### config.mk
export PLATFORM = sky130hd
export DESIGN_NAME = hbs_ram
export DESIGN_NICKNAME = d
export VERILOG_FILES = /design/src/hw/rtl/hbs_ram.sv
export SDC_FILE = /design/constraint.sdc
export NUM_CORES = 2
export LEC_CHECK = 0
export BUFFER_PORTS_ARGS = -buffer_cell sky130_fd_sc_hd__buf_2
export CELL_PAD_IN_SITES_DETAIL_PLACEMENT = 0
export CELL_PAD_IN_SITES_GLOBAL_PLACEMENT = 1
export CORE_ASPECT_RATIO = 0.8
export CORE_MARGIN = 2
export CORE_UTILIZATION = 40
export DETAILED_ROUTE_END_ITERATION = 7
export PLACE_DENSITY_LB_ADDON = 0.15
export SETUP_SLACK_MARGIN = 0.4
export SLEW_MARGIN = 20
export SYNTH_ARGS = -nofsm -noshare
export SYNTH_HDL_FRONTEND = slang
export SYNTH_SLANG_ARGS = --single-unit
### constraint.sdc
create_clock -name clk -period 2.2 [get_ports clk]
set_clock_uncertainty 0.2 [all_clocks]
set_input_delay 0 -clock clk [delete_from_list [all_inputs] [get_ports clk]]
set_output_delay 0 -clock clk [all_outputs]
set_load 0.05 [all_outputs]
### src/hw/rtl/hbs_ram.sv
// Generic single-write, single-read synchronous RAM with a registered read.
// Stands alone; no package needed.
`default_nettype none

module hbs_ram #(
	parameter int WIDTH = 8,
	parameter int DEPTH = 256
) (
	input  logic                                  clk,
	input  logic                                  we,
	input  logic [(DEPTH > 1 ? $clog2(DEPTH) : 1)-1:0] waddr,
	input  logic [WIDTH-1:0]                      wdata,
	input  logic                                  re,
	input  logic [(DEPTH > 1 ? $clog2(DEPTH) : 1)-1:0] raddr,
	output logic [WIDTH-1:0]                      rdata
);

	logic [WIDTH-1:0] mem_q [DEPTH];

	always_ff @(posedge clk) begin
		if (we) begin
			mem_q[waddr] <= wdata;
		end
		if (re) begin
			rdata <= mem_q[raddr];
		end
	end

endmodule

`default_nettype wire

Yosys cells after proc, flatten, opt, wreduce, memory -nomap -nowiden
Memory sizes are Yosys's and may differ from the RTL's. A register that Yosys moved wholly into a read port is not among the register bits.
Index checks and enable logic that the tools add are counted.
W data, S select, Z words.
- multiplexer cells: 2
- operators by type and width (operator ; count):
    $mux W1 ; 2
- RAM bits: 2048
- memories: 1
- output and inout port bits: 8
- bits in registers: 0
- word-level logic and storage cells: 3
- bits of input ports: 27
- memories (memory ; depth ; bits a word ; read ports ; clocked after memory_dff ; write ports ; line ; RTL):
    mem_q ; 256 ; 8 ; 1 ; 1 ; 1 ; 18 ; logic [WIDTH-1:0] mem_q [DEPTH];

Depth between registers and ports, before layout
- word-level depth: 2
- depth in mapped cells: 11
- mapped depth without buffers: 6

Worst setup path before layout
OpenSTA, ideal clock, no wires.
- path type: in2reg
- start: input raddr[0] (netlist name)
- end: register rdata[2] (read register of mem_q), data pin
- slack: -0.076 ns
- cell stages on the path: 9
- arrival time: 1.807 ns
- setup time: 0.269 ns
- path buffers: 4
- data required time: 1.731 ns
- cell sequence: buf_6 > buf_12 > buf_8 > buf_2 > mux4_2 > a22oi_1 > a21oi_1 > nor4_1 > nor4_2
- RTL lines (item ; line ; RTL):
    start, declared ; 14 ; input logic [(DEPTH > 1 ? $clog2(DEPTH) : 1)-1:0] raddr,
    end, declared ; 15 ; output logic [WIDTH-1:0] rdata

==> run_results.csv <==
group,metric,value,unit
setup_path,crit_required,2.56,ns
setup_path,cp_common_cell,"mux4_2",
min_path,hold_depth,2,
logic_synthesis,yosys.area.top_type_share,0.7753,
clock_tree,cts_buffers,202,
die,start_util,0.4025,
timing,max_slew_margin,0.3858,
timing,final_max_slew_viol_count,0,
final_layout,fin_util,0.4867,
detailed_routing,wl_met1,102100,um
final_layout,layout-drive-gt1-share,0.3559,
final_layout,final_cells,7297,
final_layout,nets,4488,
place,routabilityCongestion,0.8230,
timing,period_share,1.213,
detailed_routing,wire_per_inst,30.29,um
logic_synthesis,avgSynthCellArea,21.33,sq um
clock_tree,clock_latency,0.84,ns
detailed_routing,vias,40807,
power,irDropWorstVdd,0.6243,mV
timing,hold_violations,0,
final_layout,multi_input_area,17730,sq um
logic_synthesis,async_reset_ff_frac,0,
min_path,worstHoldStart,"wdata[4]",
global_route,antenna_found_initial,12,
die,fp.dieW,502.9,um
logic_synthesis,yosys_warnings,0,
setup_path,critPathLaunchType,"register",
timing,setup-tns-final,-3.031,ns
global_route,grt_pass1_vias,40659,
min_path,worstHoldEndpoint,"mem_q[147][4]",
clock_tree,cts_post_setup_buffers_inserted,0,
detailed_routing,wl_met3,17450,um
detailed_routing,routed.top_layer,"met5",
place,io_buffers,34,
timing,fmax,374.7,MHz
final_layout,regArea,61740,sq um
setup_path,worstRegToRegCells,7,
power,power_density,853.9,nW/um^2
logic_synthesis,ys_seq_elements,2056,
outcome,failed_checks,"negative setup slack",
setup_path,crit_type,"register to register",
setup_path,worstPathArrival,3.03,ns
timing,setup_ws,-0.4686,ns
die,io_pins,35,
place,hpwl,145400,um
clock_tree,cts_htree_levels,4,
die,dieArea,202700,sq um
logic_synthesis,yosysTopAreaCell,"edfxtp_1",
setup_path,cp_slowest_cell,"mux4_2",
setup_path,crit_chain,"mux4_2 > mux4_2 > nor2_2 > a2111oi_2 > buf_4 > nor3_4 > nor4_4",
logic_synthesis,synth-edff-count,2056,
run,cap_violations,0,
detailed_routing,drt-pass1-iter-count,5,
global_route,grtUsageTotal,0.2185,
logic_synthesis,syn_inst,3733,
clock_tree,tritoncts,"yes",
timing,timing.hold.ws,0.03837,ns
detailed_routing,route.met2.wl,96070,um
outcome,status,"finished with violations",
min_path,hp-class,"input pin to register",
clock_tree,clock-root-buffer,"clkbuf_16",
detailed_routing,wl,221000,um
die,die_y,403.1,um
detailed_routing,vias_per_cell,5.592,
logic_synthesis,yosysUniqueCellTypes,54,
clock_tree,clk_path_buf_depth,3,
setup_path,rr_endpoint,"rdata[0]",
logic_synthesis,syn_area,79640,sq um
setup_path,path_max_fanout,1,
final_layout,nFillCells,16149,
place,placed_cells,6891,
power,power.leakage,30.73,nW
global_route,grt_start_max_net_pins,79,
logic_synthesis,synth_seq_area_share,0.7753,
detailed_routing,drc_errors,0,
detailed_routing,drtAntennaViolNets,0,
global_route,grt_overflow,0,
timing,worst_slew_pin_slew,0.9183,ns
setup_path,slowest_delay,0.56,ns
final_layout,syn_to_final_growth,20.90,%
timing,setup_viol,8,
setup_path,reg2reg_from,"mem_q[131][0]",
logic_synthesis,yosys_most_used_dff,"edfxtp_1",
clock_tree,path_clk_slew,0.06,ns
detailed_routing,drt_iter0_markers,4477,
setup_path,cp-end-kind,"register",
timing,min_period,2.669,ns
die,core-area,197800,sq um
global_route,grt_pass1_wl,310900,um
die,row_count,146,
clock_tree,cts.sinks,2056,
setup_path,reg2reg_slack,-0.47,ns
logic_synthesis,synthesis.nets,3760,
logic_synthesis,synth.area.top_cells,"edfxtp_1 78%, mux4_2 13%, mux2i_1 1.7%",
timing,grt_setup_unrepaired,"yes",
[logic make-up (layout without fill, tap and decap cells)]
| kind of cell | count (synthesis) | count (layout) | synth area share |
|---|---|---|---|
| other cells | 0 | 3 | 0 |
| mux | 591 | 591 | 0.1460 |
| flops | 2056 | 2056 | 0.7753 |
| simple gates | 466 | 466 | 0.02625 |
| buf+inv | 235 | 1132 | 0.01829 |
| compound gates | 385 | 385 | 0.03416 |
[cells in the mapped netlist (3+ instances only)]
cell type and number:
a211oi_1 16, a21oi_1 96, a221oi_1 13, a22o_1 8, a22oi_1 133, and2_1 6, buf_1 22, buf_12 8
buf_2 31, buf_4 27, buf_6 21, buf_8 13, clkbuf_1 111, edfxtp_1 2056, mux2i_1 134, mux4_2 454
nand2_1 33, nand2b_1 8, nand3_1 34, nand4_1 10, nor2_1 282, nor2b_1 31, nor3_1 22, nor4_1 24
nor4_2 3, o211ai_1 10, o21ai_0 10, o221ai_1 46, o22a_1 5, o22ai_1 28, o32ai_1 4, or2_2 4
[registers in the layout, summed over array words and instances, names as in the netlist]
register	flops
mem_q	2048
rdata	8
[power by group]
part | internal (mW) | switching (mW)
Sequential | 43.2 | 0.0579
Clock | 19.1 | 14.7
Combinational | 2.08 | 3.08
Total | 64.3 | 17.9
[timing repair]
action,4_1_cts,5_1_grt
gates resized for setup,81,23
setup endpoints to repair,16,147
hold endpoints to repair,3269,360
pin swaps,18,11
hold buffers,29,2
[final cells by class]
class | count | share of cell area
Tap cell | 2664 | 0.03462
Clock inverter | 112 | 0.01018
Multi-Input combinational cell | 1442 | 0.1841
Inverter | 2 | 0.00007797
Sequential cell | 2056 | 0.6412
Antenna cell | 3 | 0.00007797
Clock buffer | 261 | 0.05590
Timing Repair Buffer | 757 | 0.07379
[worst max-delay path, delay by kind of cell (launching register included)]
family | cells | cell delay (ns)
compound gates | 1 | 0.06
simple gates | 3 | 0.56
mux | 2 | 1.09
buf+inv | 1 | 0.14
flops | 1 | 0.36
[metrics by stage]
stage	power, mW	setup slack (ns)	instance area [sq um]
global placement	48.99	-1.543	89020
floorplan	46.33	0.04260	80620
detailed placement	49.03	-1.428	89030
global route	84.74	-0.5205	96280
finish	82.21	-0.4686	96280
CTS	82.92	-0.4510	96140
[placed cells by master, fill, tap and decap left out, types with 33 or more instances in the layout]
cell type  netlist  routed
a21oi_1         96      90
a22oi_1        133     125
buf_12           8     101
buf_4           27     591
clkbuf_1       111      54
clkbuf_16        0     207
clkinv_1         1      56
edfxtp_1      2056    2056
mux2i_1        134     134
mux4_2         454     455
nand2_1         33      33
nor2_1         282     170
nor2_4           0      85
o221ai_1        46      46
[worst max path at each step]
stage / slack (ns) / end / start / cells after the start
floorplan: 0.04 / rdata[0] / raddr[0] / 9
global placement: -1.54 / rdata[6] / raddr[0] / 10
detailed placement: -1.43 / rdata[6] / raddr[0] / 9
CTS: -0.45 / rdata[0] / mem_q[130][0] / 7
global route: -0.52 / rdata[0] / mem_q[130][0] / 7
finish: -0.47 / rdata[0] / mem_q[131][0] / 7
[layer usage]
| metal | vias to the layer above | global-route usage |
|---|---|---|
| li1 | 17200 | - |
| met1 | 21890 | 0.3367 |
| met2 | 1425 | 0.3103 |
| met3 | 290 | 0.05191 |
| met4 | 2 | 0.05844 |
| met5 | - | 0 |
No activity file was read; power rests on OpenSTA's default activity.
