$ cat src/hw/rtl/hbs_pkg.sv
// Shared constants and types for the height-map bilinear sampler.
// Used by every RTL file of the block except hbs_ram; depends on nothing.
`default_nettype none

package hbs_pkg;

	localparam int MAX_WIDTH   = 256;
	localparam int MAX_HEIGHT  = 256;
	localparam int STORE_DEPTH = MAX_WIDTH * MAX_HEIGHT;
	localparam int ADDR_W      = $clog2(STORE_DEPTH);
	localparam int WD_W        = $clog2(MAX_WIDTH + 1);
	localparam int HD_W        = $clog2(MAX_HEIGHT + 1);
	localparam int XI_W        = $clog2(MAX_WIDTH);
	localparam int ZI_W        = $clog2(MAX_HEIGHT);

	localparam int SAMPLE_W    = 8;
	localparam int FRAC_W      = 16;
	localparam int NBR         = 4;
	localparam int IN_DATA_W   = 152;
	localparam int OUT_DATA_W  = 40;

	localparam int REG_COUNT   = 7;
	localparam int REG_IDX_W   = $clog2(REG_COUNT);
	localparam int APB_ADDR_W  = REG_IDX_W + 2;

	localparam logic [REG_IDX_W-1:0] REG_GRID_WIDTH    = REG_IDX_W'(0);
	localparam logic [REG_IDX_W-1:0] REG_GRID_HEIGHT   = REG_IDX_W'(1);
	localparam logic [REG_IDX_W-1:0] REG_INV_STEP      = REG_IDX_W'(2);
	localparam logic [REG_IDX_W-1:0] REG_CENTER_X      = REG_IDX_W'(3);
	localparam logic [REG_IDX_W-1:0] REG_CENTER_Z      = REG_IDX_W'(4);
	localparam logic [REG_IDX_W-1:0] REG_HEIGHT_SCALE  = REG_IDX_W'(5);
	localparam logic [REG_IDX_W-1:0] REG_HEIGHT_OFFSET = REG_IDX_W'(6);

	localparam logic [8:0]  RST_GRID_WIDTH    = 9'd2;
	localparam logic [8:0]  RST_GRID_HEIGHT   = 9'd2;
	localparam logic [31:0] RST_INV_STEP      = 32'd65536;
	localparam logic [31:0] RST_CENTER_X      = 32'd0;
	localparam logic [31:0] RST_CENTER_Z      = 32'd0;
	localparam logic [31:0] RST_HEIGHT_SCALE  = 32'd257;
	localparam logic [31:0] RST_HEIGHT_OFFSET = 32'd0;

	localparam logic ACT_LOAD  = 1'b0;
	localparam logic ACT_QUERY = 1'b1;

	typedef struct packed {
		logic                     vld;
		logic                     qry;
		logic [FRAC_W-1:0]        xf;
		logic [FRAC_W-1:0]        zf;
		logic signed [32:0]       lim;
	} side_t;

	typedef struct packed {
		logic                     en;
		logic [ADDR_W-1:0]        addr;
		logic [SAMPLE_W-1:0]      data;
	} wr_t;

endpackage

`default_nettype wire

$ cat src/hw/rtl/hbs_interp.sv
// Back of the sampler pipeline: bilinear blend, scaling, offset and collision test.
// Takes the four registered store words and the side data; uses hbs_pkg.
`default_nettype none

module hbs_interp (
	input  logic                                           clk,
	input  logic                                           arst_n,
	input  logic                                           adv,
	input  logic [hbs_pkg::NBR-1:0][hbs_pkg::SAMPLE_W-1:0] rdata,
	input  hbs_pkg::side_t                                 side_s4,
	input  logic [31:0]                                    height_scale,
	input  logic signed [31:0]                             height_offset,
	output logic                                           out_vld,
	output logic signed [31:0]                             out_height,
	output logic                                           out_coll
);

	logic                          qv_s5, qv_s6, qv_s7, qv_s8, qv_s9, out_vld_q;
	logic [hbs_pkg::FRAC_W-1:0]    xf_s5, zf_s5, zf_s6;
	logic signed [32:0]            lim_s5, lim_s6, lim_s7, lim_s8, lim_s9;
	logic [23:0]                   bot_s6, top_s6, mixed_s7;
	logic [39:0]                   scaled_s8;
	logic signed [31:0]            hgt_s9, hgt_q;
	logic                          coll_q;

	logic signed [25:0]            xfe, s0e, s1e, dxb, dxt, bot_c, top_c;
	logic signed [41:0]            bote, dte, zfe, mix_c;
	logic [55:0]                   scl_c;
	logic signed [41:0]            hsum_c;
	logic signed [31:0]            hgt_c;

	// Row blends: a + (b - a) * f, which equals a*(1-f) + b*f exactly.
	assign xfe   = 26'($signed({1'b0, xf_s5}));
	assign s0e   = 26'($signed({1'b0, rdata[0]}));
	assign s1e   = 26'($signed({1'b0, rdata[1]}));
	assign dxb   = 26'($signed({1'b0, rdata[2]})) - s0e;
	assign dxt   = 26'($signed({1'b0, rdata[3]})) - s1e;
	assign bot_c = (s0e <<< 16) + dxb * xfe;
	assign top_c = (s1e <<< 16) + dxt * xfe;

	assign bote  = 42'($signed({1'b0, bot_s6}));
	assign dte   = 42'($signed({1'b0, top_s6})) - bote;
	assign zfe   = 42'($signed({1'b0, zf_s6}));
	assign mix_c = (bote <<< 16) + dte * zfe + 42'sd32768;

	assign scl_c = 56'(mixed_s7) * 56'(height_scale) + 56'd32768;

	// The scaled value is never negative, so only the upper bound can be crossed.
	assign hsum_c = 42'($signed({1'b0, scaled_s8})) + 42'(height_offset);
	assign hgt_c  = (hsum_c > 42'sd2147483647) ? 32'sh7FFF_FFFF : hsum_c[31:0];

	always_ff @(posedge clk or negedge arst_n) begin
		if (!arst_n) begin
			qv_s5     <= 1'b0;
			qv_s6     <= 1'b0;
			qv_s7     <= 1'b0;
			qv_s8     <= 1'b0;
			qv_s9     <= 1'b0;
			out_vld_q <= 1'b0;
		end else if (adv) begin
			qv_s5     <= side_s4.vld && (side_s4.qry == hbs_pkg::ACT_QUERY);
			qv_s6     <= qv_s5;
			qv_s7     <= qv_s6;
			qv_s8     <= qv_s7;
			qv_s9     <= qv_s8;
			out_vld_q <= qv_s9;
		end
	end

	always_ff @(posedge clk) begin
		if (adv) begin
			xf_s5     <= side_s4.xf;
			zf_s5     <= side_s4.zf;
			lim_s5    <= side_s4.lim;

			bot_s6    <= bot_c[23:0];
			top_s6    <= top_c[23:0];
			zf_s6     <= zf_s5;
			lim_s6    <= lim_s5;

			mixed_s7  <= mix_c[39:16];
			lim_s7    <= lim_s6;

			scaled_s8 <= scl_c[55:16];
			lim_s8    <= lim_s7;

			hgt_s9    <= hgt_c;
			lim_s9    <= lim_s8;

			hgt_q     <= hgt_s9;
			coll_q    <= 33'(hgt_s9) > lim_s9;
		end
	end

	assign out_vld    = out_vld_q;
	assign out_height = hgt_q;
	assign out_coll   = coll_q;

endmodule

`default_nettype wire

$ cat config.mk
export PLATFORM = sky130hd
export DESIGN_NAME = hbs_interp
export DESIGN_NICKNAME = d
export VERILOG_FILES = /design/src/hw/rtl/hbs_pkg.sv /design/src/hw/rtl/hbs_interp.sv
export SDC_FILE = /design/constraint.sdc
export NUM_CORES = 2
export LEC_CHECK = 0
export BUFFER_PORTS_ARGS = -buffer_cell sky130_fd_sc_hd__buf_2
export CORE_MARGIN = 2
export CORE_UTILIZATION = 45
export DETAILED_ROUTE_END_ITERATION = 10
export HOLD_SLACK_MARGIN = 0.1
export PLACE_DENSITY = 0.66
export SLEW_MARGIN = 10
export SYNTH_ARGS = -nofsm -noshare
export SYNTH_HDL_FRONTEND = slang
export SYNTH_SLANG_ARGS = --single-unit
$ cat constraint.sdc
create_clock -name clk -period 25.8 [get_ports clk]
set_clock_uncertainty 0.2 [all_clocks]
set_input_delay 5.16 -clock clk [delete_from_list [all_inputs] [get_ports clk]]
set_output_delay 5.16 -clock clk [all_outputs]
set_load 0.01 [all_outputs]
-- Word level (Yosys, flattened, before mapping)
Cells that the tools add are included.
- register bits after elaboration: 396
- input port bits: 166
- output and inout port bits: 34
- word-level logic and storage cells: 37
- add/sub/neg operators: 9
- multipliers: 4
- $lt $le $gt $ge: 2
- reductions and logical operators: 1
- operators by type and width (kind ; count):
    $add A56 B16 Y56 const B ; 1
    $mul A24 B32 Y56 ; 1
    $add A24 B24 Y24 ; 2
    $mul A9 B17 Y24 ; 2
    $add A41 B32 Y42 ; 1
    $gt A42 B32 Y1 const B ; 1
    $add A40 B17 Y40 const B ; 1
    $add A40 B40 Y40 ; 1
    $mul A25 B17 Y40 ; 1
    $gt A32 B33 Y1 ; 1
    $sub A24 B24 Y25 ; 1
    $sub A8 B8 Y9 ; 2
    $logic_and A1 B1 Y1 ; 1

-- Longest topological paths before layout
- word-level depth: 4
- gate-level depth with buffers: 38

-- Least setup slack after synthesis
No wires, ideal clock.
- path type: input port to flip-flop
- start point: in rdata[16] (netlist name)
- end point: reg bot_s6[23], data pin
- data arrival time: 11478 ps
- data required time: 25332 ps
- setup slack: 13854 ps
- stages: 30
- buffers on the path: 0
- cells stage by stage: inv_1 > ha_1 > inv_1 > fa_1 > a21o_1 > a21oi_1 > o21bai_1 > a21oi_1 > o21bai_1 > a21oi_1 > nand2b_1 > fa_1 > fa_1 > inv_1 > fa_1 > fa_1 > inv_1 > fa_1 > inv_1 > ha_1 > a21oi_1 > o21bai_1 > a21oi_1 > o21ai_0 > a211oi_1 > nor2_1 > o41ai_1 > o21ai_0 > o41ai_1 > xnor2_1
- longest elaborated chain between the ends: 3
- ends and longest elaborated chain (item ; line ; text):
    start: declaration ; hbs_interp.sv:9 ; input logic [hbs_pkg::NBR-1:0][hbs_pkg::SAMPLE_W-1:0] rdata,
    $sub A8 B8 Y9 ; hbs_interp.sv:36 ; assign dxb = 26'($signed({1'b0, rdata[2]})) - s0e;
    $mul A9 B17 Y24 ; hbs_interp.sv:38 ; assign bot_c = (s0e <<< 16) + dxb * xfe;
    $add A24 B24 Y24 ; hbs_interp.sv:38 ;
    via bot_c[23] ; hbs_interp.sv:26 ; logic signed [25:0] xfe, s0e, s1e, dxb, dxt, bot_c, top_c;
    end signal: assignment ; hbs_interp.sv:76 ; bot_s6 <= bot_c[23:0];
    end: declaration ; hbs_interp.sv:21 ; logic [23:0] bot_s6, top_s6, mixed_s7;
The timed path passes the listed nets, and every way through them passes these cells.
A chain may end at the register's enable or synchronous reset.

-- Final worst setup path
- start point: in height_scale[19]
- end point: reg scaled_s8[35], data pin
- longest elaborated chain between the ends: 2
- ends and longest elaborated chain (item ; line ; text):
    start: declaration ; hbs_interp.sv:11 ; input logic [31:0] height_scale,
    $mul A24 B32 Y56 ; hbs_interp.sv:46 ; assign scl_c = 56'(mixed_s7) * 56'(height_scale) + 56'd32768;
    $add A56 B16 Y56 ; hbs_interp.sv:46 ;
    via scl_c[51] ; hbs_interp.sv:28 ; logic [55:0] scl_c;
    end signal: assignment ; hbs_interp.sv:84 ; scaled_s8 <= scl_c[55:16];
    end: declaration ; hbs_interp.sv:22 ; logic [39:0] scaled_s8;
The timed path passes the listed nets, and every way through them passes these cells.

==> reports/metrics.csv <==
metric,value,unit
fp.dieW,385,um
final_area,69800,um^2
boundaryPins,200,
die-area,148000,um^2
post-route-util,48.6,%
crit_arrival,12.69,ns
violations,design-rule violations,
synth_area_leaders,"fa_1 (39%), edfxtp_1 (18%), ha_1 (10%)",
grtUsageTotal,22.0,%
wl_per_cell,18.5,um
cts_root_buffer,clkbuf_16,
slew_violations,0,
cp_top_family,adder cells,
core,144000,um^2
synth_cells,6541,
finalCriticalPeriod,12.53,ns
worstPathRequired,25.97,ns
status,"complete, but fails checks",
ctsResizeCount,0,
drive_above_1_share,6.15,%
h-tree-depth,2,
synth_largest_area_cell,fa_1,
die_y,385,um
crit_path_end_kind,flop,
grt_overflow_total,0,
setup_violations,0,
yosysTopAreaCellShare,39.4,%
synth_nets,8523,
fin_crit_sh,48.5,%
viasPerCell,5.13,
worstSetupStartpointType,input pin,
setup_tns,0,ns
ys_types,83,
grt_pass1_vias,48000,
syn_area,65200,um^2
dp_hpwl,123,mm
gp_congestion,0.888,
grt_pass1_wl,256,mm
crit_fanout,24,
fin_worst_hold_slack,0.195,ns
antenna_found_initial,11,
finalWirelength,158,mm
firstDrtPassIters,8,
drtAntennaViolNets,0,
worst_pin_slew,1.23,ns
max-slew-margin-rel,17.7,%
vias,43900,
rsz0062_at_grt,no,
drv_cap,0,
clk_pin_slew_worst_paths,0.08,ns
start_util,45.4,%
grt_max_degree,199,
synth-edff-count,390,
cts_inserted_buffers,46,
synth.avg_cell_area,9.96,um^2
synth_seq_cells,396,
drt-initial-drc-count,2637,
hold_path_class,reg2reg,
criticalPathCategory,in2reg,
worst_path_most_repeated_cell,fa_1,
ys.flop_type,edfxtp_1,
crit_buf_inv,7,
synth-seq-area-share,18.2,%
ys_warn_count,0,
cts_tree,built,
hold_viol_final,0,
rows,139,
dpl_cell_area,68200,um^2
final_nets,8581,
hold_buffers,0,
max_freq,0.0798,GHz
synthToLayoutAreaGrowth,7.05,%
drc,42,
clkLatencyLatePin,0.63,ns
post_cts_buffers,0,
synthArstFlopShare,1.52,%
clock_sinks,396,
clock_tree.buffer_depth,3,
cpPeakStageDelay,0.78,ns
portBuffers,199,
cp_slowest_cell,o31ai_1,
[metal layers]
metal	vias up	global-route usage, %	wire, um	share of wire, %
met3	277	2.85	10100	6.4
li1	19800	-	-	-
met5	-	0	69	0.044
met1	22500	28.6	64600	41
met2	1323	38.5	78100	50
met4	10	6.45	4780	3.0
[sequential cells by signal, indices dropped and copies added, names as in the netlist, 16 cells and up]
name	flops
bot_s6	24
hgt_s9	32
lim_s5	33
lim_s6	33
lim_s7	33
lim_s8	33
lim_s9	33
mixed_s7	24
out_height	32
scaled_s8	40
top_s6	24
xf_s5	16
zf_s5	16
zf_s6	16
[metrics by stage]
step,setup WS [ns],std cells
after global placement,12.76,8454
after global routing,12.92,8538
final,13.27,8543
after detailed placement,12.67,8454
after CTS,13.32,8538
after floorplan,13.85,6541
[area by class of cell]
cell class | instances | area (um^2)
diodes | 5 | 12.5
fillers | 13300 | 73900
multi-input cells | 4343 | 46600
clock buffers | 52 | 1170
well taps | 1903 | 2380
clock inverters | 32 | 402
repair buffers | 273 | 1570
flip-flops and latches | 396 | 11900
inverters | 1539 | 5780
[placed cells by master (no fill, tap or decap), types with 7 or more instances in the layout]
master     netlist  routed
clkbuf_16        0      46
a21o_1          77      77
nand4_1         20      20
a211oi_1        20      20
buf_2            6     198
nand2b_1       135     135
a21oi_1        118     118
mux2_2          17      17
o21bai_1        21      21
ha_1           532     532
or3_1           11      11
a2111oi_0        7       7
a31oi_1         13      13
fa_1          1284    1284
nand3_1         32      32
nor2b_1         43      43
nor3_1          41      41
xnor2_1        119     115
nand2_1        856     856
o21a_1          28      28
buf_4            1      73
xor2_1          52      50
inv_1         1539    1539
a21boi_0        10       9
and3_1           9       9
o21ai_0         77      77
and2_1         589     589
edfxtp_1       390     390
or2_2           12      12
mux2i_1         21      21
nor2_1         102     102
[cell usage after synthesis (all sizes together), types with 17 or more instances]
cell and n:
nand4 20, xnor2 119, and2 589, o21bai 21, clkbuf 254, o21ai 86
xor2 52, mux2 17, a211oi 21, nand2b 135, inv 1539, ha 532
nor2 102, o21a 28, a21o 77, fa 1284, edfxtp 390, a21oi 119
nor3 41, mux2i 21, nor2b 43, nand2 856, nand3 32
[logic make-up after synthesis]
logic type	after synthesis	synth area share [%]
DFF	396	18.2
and+or+nand+nor	1882	14.4
AOI/OAI and AO/OA	436	4.45
adders and majority gates	1816	49.6
muxes	38	0.616
buffers and inverters	1802	10.4
xor gates and xnor gates	171	2.30
[worst paths after layout]
path | cells past startpoint | startpoint | to | slack (ns)
max | 27 | height_scale[19] | scaled_s8[35] | 13.27
min | 0 | lim_s6[21] | lim_s7[21] | 0.20
max reg2reg | 33 | bot_s6[0] | mixed_s7[23] | 15.01
min reg2reg | 0 | lim_s6[21] | lim_s7[21] | 0.20
max in group asynchronous | 1 | arst_n | qv_s9 | 21.09
min in group asynchronous | 1 | arst_n | qv_s5 | 4.17
Power is not shown: default switching activity piles up to over one toggle a cycle in this logic, so the estimate is an artifact.
